`config.mk`:
```
export PLATFORM = sky130hd
export DESIGN_NAME = avt_cfg
export DESIGN_NICKNAME = d
export VERILOG_FILES = /design/src/hdl/avt_pkg.sv /design/src/hdl/avt_cfg.sv
export SDC_FILE = /design/constraint.sdc
export NUM_CORES = 1
export LEC_CHECK = 0
export ABC_AREA = 1
export BUFFER_PORTS_ARGS = -buffer_cell sky130_fd_sc_hd__buf_2
export CAP_MARGIN = 10
export CORE_AREA = 2 2 256 258
export CTS_CLUSTER_DIAMETER = 30
export DETAILED_ROUTE_END_ITERATION = 10
export DIE_AREA = 0 0 258 260
export PLACE_DENSITY_LB_ADDON = 0.08
export SETUP_SLACK_MARGIN = 0.15
export SYNTH_ARGS = -nofsm -noshare
export SYNTH_HDL_FRONTEND = slang
export SYNTH_SLANG_ARGS = --single-unit
```
`constraint.sdc`:
```
create_clock -name clk -period 1.55 [get_ports clk]
set_input_delay 0.155 -clock clk [delete_from_list [all_inputs] [get_ports clk]]
set_output_delay 0.155 -clock clk [all_outputs]
set_load 0.03 [all_outputs]
```
`src/hdl/avt_pkg.sv`:
```
package avt_pkg;

    localparam int FRAC_BITS = 16;
    localparam int NUM_PAIRS = 8;
    localparam int NUM_LANES = 4;
    localparam int COMP_W    = 32;
    localparam int PROD_W    = 2 * COMP_W;
    localparam int PAIR_W    = PROD_W + 1;
    localparam int SUM_W     = PROD_W + 2;
    localparam int PDATA_W   = 64;
    localparam int PADDR_W   = 6;
    localparam int REG_IDX_W = 3;
    localparam int REG_LSB   = 3;

    typedef logic signed [COMP_W-1:0] comp_t;
    typedef logic [PDATA_W-1:0]       pair_t;
    typedef logic [1:0]               mode_t;

    localparam mode_t MODE_2D = 2'd0;
    localparam mode_t MODE_3D = 2'd1;
    localparam mode_t MODE_4D = 2'd2;

    localparam comp_t ONE_Q   = comp_t'(1) << FRAC_BITS;
    localparam comp_t SAT_MAX = {1'b0, {(COMP_W-1){1'b1}}};
    localparam comp_t SAT_MIN = {1'b1, {(COMP_W-1){1'b0}}};

    localparam pair_t ONE_LO = pair_t'(1) << FRAC_BITS;
    localparam pair_t ONE_HI = ONE_LO << COMP_W;

    // identity matrix: diagonal elements 0, 5, 10 and 15
    localparam pair_t COEF_RESET [NUM_PAIRS] =
        '{ONE_LO, '0, ONE_HI, '0, '0, ONE_LO, '0, ONE_HI};

    typedef struct packed {
        logic prod;
        logic acc;
        logic res;
    } stage_en_t;

endpackage

```
`src/hdl/avt_cfg.sv`:
```
module avt_cfg (
    input  logic                         clk,
    input  logic                         rst_n,
    input  logic                         psel,
    input  logic                         penable,
    input  logic                         pwrite,
    input  logic [avt_pkg::PADDR_W-1:0]  paddr,
    input  logic [avt_pkg::PDATA_W-1:0]  pwdata,
    output logic [avt_pkg::PDATA_W-1:0]  prdata,
    output logic                         pready,
    output avt_pkg::pair_t               coef [avt_pkg::NUM_PAIRS]
);

    avt_pkg::pair_t                   coef_reg [avt_pkg::NUM_PAIRS];
    logic [avt_pkg::REG_IDX_W-1:0]    idx;
    logic                             wr_en;

    assign idx    = paddr[avt_pkg::REG_LSB +: avt_pkg::REG_IDX_W];
    assign pready = 1'b1;
    assign wr_en  = psel && penable && pwrite && pready;
    assign prdata = coef_reg[idx];

    always_ff @(posedge clk or negedge rst_n)
    begin
        if (!rst_n)
        begin
            coef_reg <= avt_pkg::COEF_RESET;
        end
        else if (wr_en)
        begin
            coef_reg[idx] <= pwdata;
        end
    end

    assign coef = coef_reg;

endmodule

```
==> impl_metrics.toml <==
[run_status]
status = "complete, but fails checks"
violations = "setup timing"

[placement]
hpwl_um = 73930
port_buffers = 647
place_congestion = 0.9202
pre_cts_ws_ns = -0.01481

[critical_path]
worst_path_most_repeated_cell = "nand2_1"
critPathMaxStageDelay_ns = 0.53
cp.required_ns = 1.39
cp_data_arrival_time_ns = 1.73
crit_type = "reg -> out"
critical_path.max_fanout = 2
crit_path_end_kind = "output pin"
critPathTopFamily = "flip-flops"
cp_slowest_cell = "dfstp_2"
path_cells = "nand2_1, nand2_1, nand2_1, nand2_1, nand2_1, nand2_2, buf_6"
start_kind = "register"
timing.critical_path.buf_inv = 1

[yosys]
synth-edff-count = 0
syn_area_sq_um = 25090
synth.mux.area_fraction_pct = 0
ys_ff_latch = 512
synth_top_area_share_pct = 50.67
yosysWarnings = 0
seq_area_frac_synth_pct = 51.09
synth_adder_area_share_pct = 0
ys_top_cells_by_area = "dfrtp_1 51%, nand2_1 31%, o21ai_0 8.2%"
syn_area_per_cell_sq_um = 7.113
synth.most_common_cell = "nand2_1"
synth_simple_gate_area_share_pct = 33.11
syn_nets = 3602
synth_xor_area_share_pct = 0
ys.flop_type = "dfrtp_1"
ys_top_cells_by_count = "2100 x nand2_1, 508 x dfrtp_1, 411 x o21ai_0"
synth.distinct_cells = 23
synth_area_leader_cell = "dfrtp_1"
synth_top_family_by_area = "simple AND/OR/NAND/NOR gates"
synth_compound_area_share_pct = 10.21
synthArstFlopShare_pct = 100.0
synthCells = 3527

[detailed_routing]
ant_nets = 0
drt_iter0_drc = 2871
vias = 29543
finalWirelength_um = 120600
drt_pre_antenna_iters = 6
via_per_inst = 5.141
wire_per_inst_um = 20.98
drc = 0

[global_route]
overflow = 0
first_global_vias = 28420
globalRouteTotalUtil_pct = 34.33
grt_pass1_wl_um = 176500
grt_start_max_net_pins = 75
antenna_found_initial = 1

[floorplan]
start_util_pct = 39.13
rows = 93
fp.dieH_um = 260
die_area_sq_um = 67080
die_w_um = 258
ios = 652
core_area_sq_um = 64120

[pwr]
leakagePower_nw = 23.94
sw_frac_of_total_pct = 34.98
switchingPower_w = 0.02497
power.internal_w = 0.04642
combPwrFrac_pct = 36.8
finalPower_w = 0.07139
power.density_nw_per_um2 = 1603
p_clk_share_pct = 37.4
vdd_drop_max_mv = 1.878
seqPwrFrac_pct = 25.8

[run]
drv_cap = 0

[timing]
final.min_clock_period_ns = 1.885
fin_tns_setup_ns = -16.11
hold_viol = 0
fin_crit_sh_pct = 121.6
slew_headroom_pct = 52.97
finalMaxSlewViolations = 0
max_freq_ghz = 0.5306
tightest_slew_ns = 0.7054
rsz0062_at_grt = "true"
skew_ns = 0
setup_viol = 156
fin_ws_ns = -0.3345

[clock_network]
clock_latency_ns = 0.64
cts_tree = "yes"
ctsLongestPathBuffers = 3
cts_made_buffers = 120
path_clk_slew_ns = 0.05
cts.htree.levels = 3
cts_sinks = 512
root_buffer = "clkbuf_16"

[final_layout]
drive_above_1_share_pct = 33.36
syn_to_final_growth_pct = 77.57
largest_reg_flops = 512
diodes = 0
fin_nets = 4866

[worst_hold_path]
hold_class = "in -> async"
[routing by layer]
metal / wire length [um] / track usage (%) / vias to the layer above
li1: - / - / 13574
met1: 46560 / 43.00 / 14128
met2: 57380 / 55.30 / 1502
met3: 10480 / 8.304 / 337
met4: 6149 / 17.65 / 2
met5: 16 / 0 / -
[cell type report]
class                      count  area (sq um)
tap                          855          1070
multi-input combinational   2703         11120
fill                        4972         19570
sequential                   512         12830
inverter                      69         272.8
clock buffer                 147          3244
clock inverter                76          1062
timing repair buffer        1385         14950
[kinds of logic (layout without fill, tap and decap cells)]
kind of cell,after synthesis,after routing
flip-flops,512,512
AND/OR/NAND/NOR,2190,2190
AO/OA/AOI/OAI,512,512
buffers and inverters,312,1677
other,1,1
[worst register-to-register path: stages (launching register included)]
cell	delay, ns
dfrtp_1	0.44
buf_6	0.15
buf_6	0.12
buf_4	0.12
o21ai_0	0.08
nand2_1	0.09
[worst paths after layout]
path | start | cells after the start | slack, ns | endpoint
max reg2reg | coef[64]$_DFFE_PN0P_ | 5 | 0.44 | coef[64]$_DFFE_PN0P_
max | coef[48]$_DFFE_PN1P_ | 7 | -0.33 | prdata[48]
min in group clk | paddr[5] | 4 | 0.10 | coef[382]$_DFFE_PN0P_
min | rst_n | 2 | 0.07 | coef[200]$_DFFE_PN0P_
min reg2reg | coef[464]$_DFFE_PN1P_ | 2 | 0.51 | coef[464]$_DFFE_PN1P_
max in group asynchronous | rst_n | 3 | 0.74 | coef[344]$_DFFE_PN0P_
[power by group through the flow]
stage	Combinational (W)	Clock, W	Sequential [W]
floorplan	0.00484	0	0.0230
global placement	0.0157	0	0.0188
detailed placement	0.0159	0	0.0188
CTS	0.0230	0.0268	0.0182
global route	0.0277	0.0277	0.0186
finish	0.0263	0.0267	0.0184
[per-stage QoR]
| stage | util [%] | cells | hold slack, ns | area [sq um] |
|---|---|---|---|---|
| 2_1_floorplan | - | 3527 | -0.1406 | 25090 |
| 3_3_place_gp | 47.81 | 4953 | 0.09903 | 30650 |
| 3_5_place_dp | 47.81 | 4953 | 0.1017 | 30650 |
| 4_1_cts | 64.94 | 5582 | 0.05994 | 41640 |
| 5_1_grt | 69.48 | 5747 | 0.07685 | 44550 |
| 6_report | 69.48 | 5747 | 0.06883 | 44550 |
[cell usage in the layout (no fill, tap or decap), drive strengths merged]
cell type and instances:
clkinvlp 18, dfrtp 508, o21ai 448, dfstp 4, buf 1320, inv 75
clkbuf 147, nand4 4, nor2 78, nand3 7, bufinv 21, clkinv 31
dlygate4sd3 65, conb 1, a21oi 64, nand2 2101
[what timing repair did]
item                                     CTS  global route
pin swaps                                210           143
endpoints found under the hold margin   1023             0
cloned                                     0             0
buffers inserted                         341           168
hold buffers                              65             0
endpoints found under the setup margin   575           576
resized for setup                       1074           679
Power figures use the tool's default switching activity.
