--- src/hdl/avt_pkg.sv ---
package avt_pkg;

    localparam int FRAC_BITS = 16;
    localparam int NUM_PAIRS = 8;
    localparam int NUM_LANES = 4;
    localparam int COMP_W    = 32;
    localparam int PROD_W    = 2 * COMP_W;
    localparam int PAIR_W    = PROD_W + 1;
    localparam int SUM_W     = PROD_W + 2;
    localparam int PDATA_W   = 64;
    localparam int PADDR_W   = 6;
    localparam int REG_IDX_W = 3;
    localparam int REG_LSB   = 3;

    typedef logic signed [COMP_W-1:0] comp_t;
    typedef logic [PDATA_W-1:0]       pair_t;
    typedef logic [1:0]               mode_t;

    localparam mode_t MODE_2D = 2'd0;
    localparam mode_t MODE_3D = 2'd1;
    localparam mode_t MODE_4D = 2'd2;

    localparam comp_t ONE_Q   = comp_t'(1) << FRAC_BITS;
    localparam comp_t SAT_MAX = {1'b0, {(COMP_W-1){1'b1}}};
    localparam comp_t SAT_MIN = {1'b1, {(COMP_W-1){1'b0}}};

    localparam pair_t ONE_LO = pair_t'(1) << FRAC_BITS;
    localparam pair_t ONE_HI = ONE_LO << COMP_W;

    // identity matrix: diagonal elements 0, 5, 10 and 15
    localparam pair_t COEF_RESET [NUM_PAIRS] =
        '{ONE_LO, '0, ONE_HI, '0, '0, ONE_LO, '0, ONE_HI};

    typedef struct packed {
        logic prod;
        logic acc;
        logic res;
    } stage_en_t;

endpackage

--- src/hdl/avt_merge.sv ---
module avt_merge (
    input  logic                 clk,
    input  logic                 en,
    input  avt_pkg::mode_t       kind,
    input  avt_pkg::comp_t       lane_res [avt_pkg::NUM_LANES],
    input  logic                 lane_sat [avt_pkg::NUM_LANES],
    output avt_pkg::comp_t       out_x,
    output avt_pkg::comp_t       out_y,
    output avt_pkg::comp_t       out_z,
    output avt_pkg::comp_t       out_w,
    output logic                 clipped
);

    logic           use_z, use_w;
    avt_pkg::comp_t x_reg, y_reg, z_reg, w_reg;
    avt_pkg::comp_t z_next, w_next;
    logic           clipped_reg, clipped_next;

    always_comb
    begin
        use_z = (kind != avt_pkg::MODE_2D);
        use_w = (kind != avt_pkg::MODE_2D) && (kind != avt_pkg::MODE_3D);
        // drop components the mode does not produce
        z_next = use_z ? lane_res[2] : '0;
        w_next = use_w ? lane_res[3] : '0;
        clipped_next = lane_sat[0] || lane_sat[1]
                    || (use_z && lane_sat[2]) || (use_w && lane_sat[3]);
    end

    always_ff @(posedge clk)
    begin
        if (en)
        begin
            x_reg       <= lane_res[0];
            y_reg       <= lane_res[1];
            z_reg       <= z_next;
            w_reg       <= w_next;
            clipped_reg <= clipped_next;
        end
    end

    assign out_x   = x_reg;
    assign out_y   = y_reg;
    assign out_z   = z_reg;
    assign out_w   = w_reg;
    assign clipped = clipped_reg;

endmodule

--- config.mk ---
export PLATFORM = sky130hd
export DESIGN_NAME = avt_merge
export DESIGN_NICKNAME = d
export VERILOG_FILES = /design/src/hdl/avt_pkg.sv /design/src/hdl/avt_merge.sv
export SDC_FILE = /design/constraint.sdc
export NUM_CORES = 1
export LEC_CHECK = 0
export BUFFER_PORTS_ARGS = -buffer_cell sky130_fd_sc_hd__buf_2
export CAP_MARGIN = 20
export CORE_ASPECT_RATIO = 1.75
export CORE_MARGIN = 4
export CORE_UTILIZATION = 40
export CTS_BUF_LIST = sky130_fd_sc_hd__clkbuf_8
export CTS_CLUSTER_DIAMETER = 200
export DETAILED_ROUTE_END_ITERATION = 10
export GPL_ROUTABILITY_DRIVEN = 0
export PLACE_DENSITY = 0.76
export SYNTH_ARGS = -nofsm -noshare
export SYNTH_HDL_FRONTEND = slang
export SYNTH_SLANG_ARGS = --single-unit
export TNS_END_PERCENT = 20
--- constraint.sdc ---
create_clock -name clk -period 0.8 [get_ports clk]
set_clock_uncertainty 0.15 [all_clocks]
set_input_delay 0.04 -clock clk [delete_from_list [all_inputs] [get_ports clk]]
set_output_delay 0.04 -clock clk [all_outputs]
set_load 0.005 [all_outputs]
==> results.txt, run 1 <==
status = finished with violations
failing checks = hold timing, setup timing
DRC viols = 0
# port buffers = 264
Synth Area per Inst = 21.8 sq um
FILL cells = 703
Syn Inst Count = 204
final hold violations = 30
clock-pin slew on the worst setup and hold paths = 0.07 ns
Die Span X = 87.7 um
DPL Wire Length = 8.72 mm
CTS tree = yes
fraction of layout cells with a size suffix above 1 = 0.532
Routed WL = 13.4 mm
All-Layer GR Usage = 0.205
I/O pins = 265
Cell Pwr Density = 1970 nW/um^2
first-pass GRT wire length = 19.3 mm
Tmin final = 1.16 ns
Data arrival, critical path = 0.97 ns
CP Max Fanout = 1
initial antenna violation count = 0
post-CTS setup buffer count = 0
maximum clock frequency = 859 MHz
most frequent cells in the layout = buf_2, edfxtp_1, dlygate4sd3_1
total gr overflow = 0
Critical Path RT = 0.61 ns
Leakage Power = 3.52 nW
largest stage delay on the critical path = 0.41 ns
Vias = 3,365
Max clock buf depth = 2
Final ANT Viol Nets = 0
vias in the first global route = 3,764
commonest non-fill, non-tap cell in the layout = buf_2
crit path cell chain = buf_2
Max Slew Vio Count = 0
H-tree levels = 4
Max-slew headroom = 0.822
Tightest Pin Transition = 0.265 ns
Core Region = 10,800 sq um
largest net degree at the start of global routing = 37
Hold Path Class = input pin to flop
RSZ-0062 raised after global routing = yes
final net count = 755
Hold Path Cell Cnt = 2
crit share post-route = 1.46
DR vias/cell = 4.42
Synth warnings = 0
delay-heaviest family, CP = flip-flops
Net Count, Synth = 340
final hold slack = -0.175 ns
register area share after synthesis = 0.871
max-cap violations = 0
Routed WL per cell = 17.6 um
Slowest cell on crit path = edfxtp_1
Inserted Clock Buffers = 17
Mapped Area = 4450 sq um
hold_buf cts = 127
Area growth syn-to-layout = 73.7%
total power = 0.0152 W
Final Non-Filler Cells = 762
final core occ = 0.718
Buf/Inv on CP = 1
height of the die = 147 um
Crit Path Category = flop to output port
clock sink total = 129
setup slack at placement = -0.236 ns
Yosys reg bits = 129
Synth cell types = 11
Setup TNS Final = -39.66 ns
IR drop worst, VDD = 1.29 mV
CTS root buf = clkbuf_8
final setup vio count = 168
initial core utilization = 0.413
Antenna Diode Count = 0
drt first pass iters = 4
1st-iter DRT viols = 104
setup ws final = -0.364 ns
Levels on crit path = 1
dpl cells = 603
Startpoint Class = flop
Placement Rows = 50
total die area = 12,900 sq um
Crit. End Element = output port
-- path summary, 6_finish.rpt --
kind	startpoint	slack, ns	endpoint
min	lane_res[40]	-0.18	out_z[8]
max	out_x[17]	-0.36	out_x[17]
-- final cells by class --
cell class	instances	area (sq um)	area share
Clock buffer	17	234	0.0303
Clock inverter	15	129	0.0167
Multi-Input combinational cell	69	542	0.0701
Sequential cell	129	3870	0.502
Tap cell	130	163	0.0211
Timing Repair Buffer	402	2780	0.360
-- kinds of logic after synthesis --
group,count (synthesis),share of synthesized area
simple gates,67,0.116
buf+inv,6,0.0110
flops,129,0.871
compound gates,2,0.00225
-- synth_stat cells --
cell | count | area, sq um
clkbuf_2 | 3 | 15.0
and2_1 | 32 | 200
nor2_1 | 2 | 7.51
a21oi_1 | 1 | 5.00
nor2b_2 | 26 | 228
nor2b_1 | 2 | 12.5
nor2b_4 | 4 | 55.1
o21ai_0 | 1 | 5.00
buf_6 | 3 | 33.8
edfxtp_1 | 129 | 3870
nor2_4 | 1 | 11.3
-- timing repair --
item,CTS,global route
hold endpoints to repair,175,64
endpoints found under the setup margin,129,156
gates resized for setup,0,28
-- stage by stage --
step | hold WS, ns | cell area (sq um)
6_report | -0.175 | 7720
5_1_grt | -0.203 | 7720
4_1_cts | -0.218 | 7650
3_5_place_dp | 0.0683 | 6020
3_3_place_gp | 0.0672 | 6020
2_1_floorplan | -0.0111 | 4450
-- power by group --
part,switching (W),internal [W]
logic,0.000784,0.00118
clock network,0.00234,0.00268
registers,0.000148,0.00805
total,0.00327,0.0119
-- per-layer routing --
metal  wire [um]  GRT usage
met1        4290      0.196
met4         425     0.0960
met3        1170     0.0719
met2        7560      0.378
met5           0          0
Note: power is estimated with default switching activity, not from simulation.
==> inputs of run 2 (changes only) <==
Settings changed: CORE_MARGIN 4 to 2, RECOVER_POWER set to 25.
==> run 2 against run 1 <==
Against the previous run: the flow now stops in 4_1_cts; synthesized area stayed put; synthesized cell count stayed put.
==> results.txt, run 2 <==
Async SR Flop Fraction = 0 (unchanged)
Mapped Area = 4450 sq um (unchanged)
most instantiated cells after synthesis = edfxtp_1, and2_1, nor2b_2
largest area contributor in the netlist = edfxtp_1
Synth cell types = 11 (unchanged)
height of the die = 143 um (-2.7%)
Placement Rows = 51 (+2.0%)
Post-synth EDFFs = 129 (unchanged)
Die Span X = 83.7 um (-4.6%)
Net Count, Synth = 340 (unchanged)
halt point of the flow = 4_1_cts
initial core utilization = 0.405 (-0.00810)
# port buffers = 264 (unchanged)
post-CTS setup buffer count = 0 (unchanged)
Max clock buf depth = 2 (unchanged)
Yosys reg bits = 129 (unchanged)
CTS-repair resized insts = 0 (unchanged)
top cells by area, synth = edfxtp_1, nor2b_2, and2_1
Inserted Clock Buffers = 17 (unchanged)
DPL Wire Length = 7.92 mm (-9.1%)
clock sink total = 129 (unchanged)
Synth warnings = 0 (unchanged)
register area share after synthesis = 0.871 (unchanged)
Yosys top cell area share = 0.871 (unchanged)
H-tree levels = 4 (unchanged)
stop err = [ERROR RSZ-0060] Max buffer count reached.
Synth Area per Inst = 21.8 sq um (unchanged)
status = aborted with a tool error
I/O pins = 265 (unchanged)
most frequent cell after synthesis = edfxtp_1
hold_buf cts = 128 (+0.79%)
Syn Inst Count = 204 (unchanged)
CTS root buf = clkbuf_8
top_reg_cell synth = edfxtp_1
-- run 2: cell counts after synthesis --
Identical to the previous run, type by type.
-- run 2: cell families after synthesis --
| group | Yosys count | synth area share |
|---|---|---|
| AOI/OAI and AO/OA | 2 | 0.00225 |
| DFF | 129 | 0.871 |
| and+or+nand+nor | 67 | 0.116 |
| buffers and inverters | 6 | 0.0110 |
-- run 2: per-stage QoR --
step                setup TNS (ns)  std cells  setup WS [ns]  hold WS, ns  instance area (sq um)
floorplan                   -0.317        204        -0.0166      -0.0111                   4450
global placement            -24.18        604         -0.208       0.0675                   6000
detailed placement          -28.05        604         -0.231       0.0683                   6000
==> inputs of run 3 (changes only) <==
Settings changed: CORE_ASPECT_RATIO 1.75 to not set, CORE_UTILIZATION 40 to 38, CTS_BUF_LIST sky130_fd_sc_hd__clkbuf_8 to not set, CTS_CLUSTER_DIAMETER 200 to not set, PLACE_DENSITY 0.76 to not set, PLACE_DENSITY_LB_ADDON set to 0.15.
Clock period 0.8 ns to 1.05 ns, I/O delays scaled along.
==> run 3 against run 2 <==
Against the previous run: the run again fails in 4_1_cts; synthesized area is the same; synthesized cell count is the same.
==> results.txt, run 3 <==
Net Count, Synth = 340 (unchanged)
Synth cell types = 11 (unchanged)
status = aborted with a tool error
Syn Inst Count = 204 (unchanged)
CTS-repair resized insts = 0 (unchanged)
Yosys reg bits = 129 (unchanged)
stop err = [ERROR RSZ-0060] Max buffer count reached.
initial core utilization = 0.389 (-0.0157)
top cells by area, synth = edfxtp_1, nor2b_2, and2_1
most frequent cell after synthesis = edfxtp_1
Die Span X = 112 um (+34%)
Synth Area per Inst = 21.8 sq um (unchanged)
Async SR Flop Fraction = 0 (unchanged)
# port buffers = 264 (unchanged)
Inserted Clock Buffers = 17 (unchanged)
Post-synth EDFFs = 129 (unchanged)
largest area contributor in the netlist = edfxtp_1
Synth warnings = 0 (unchanged)
top_reg_cell synth = edfxtp_1
DPL Wire Length = 7.81 mm (-1.4%)
Max clock buf depth = 2 (unchanged)
register area share after synthesis = 0.871 (unchanged)
post-CTS setup buffer count = 0 (unchanged)
Mapped Area = 4450 sq um (unchanged)
I/O pins = 265 (unchanged)
CTS root buf = clkbuf_16
height of the die = 112 um (-22%)
H-tree levels = 4 (unchanged)
Yosys top cell area share = 0.871 (unchanged)
hold_buf cts = 130 (+1.6%)
setup slack at placement = 0.0120 ns (+0.243 ns)
halt point of the flow = 4_1_cts
Placement Rows = 39 (-24%)
clock sink total = 129 (unchanged)
most instantiated cells after synthesis = edfxtp_1, and2_1, nor2b_2
-- run 3: metrics by stage --
step                instances  cell area [sq um]   util  hold slack, ns
floorplan                 204               4450      -         0.00137
global placement          614               6020  0.527          0.0794
detailed placement        614               6020  0.527          0.0807
-- run 3: cells by family after synthesis --
kind of cell	Yosys count	synth area share
DFF	129	0.871
and+or+nand+nor	67	0.116
buffers and inverters	6	0.0110
AOI/OAI and AO/OA	2	0.00225
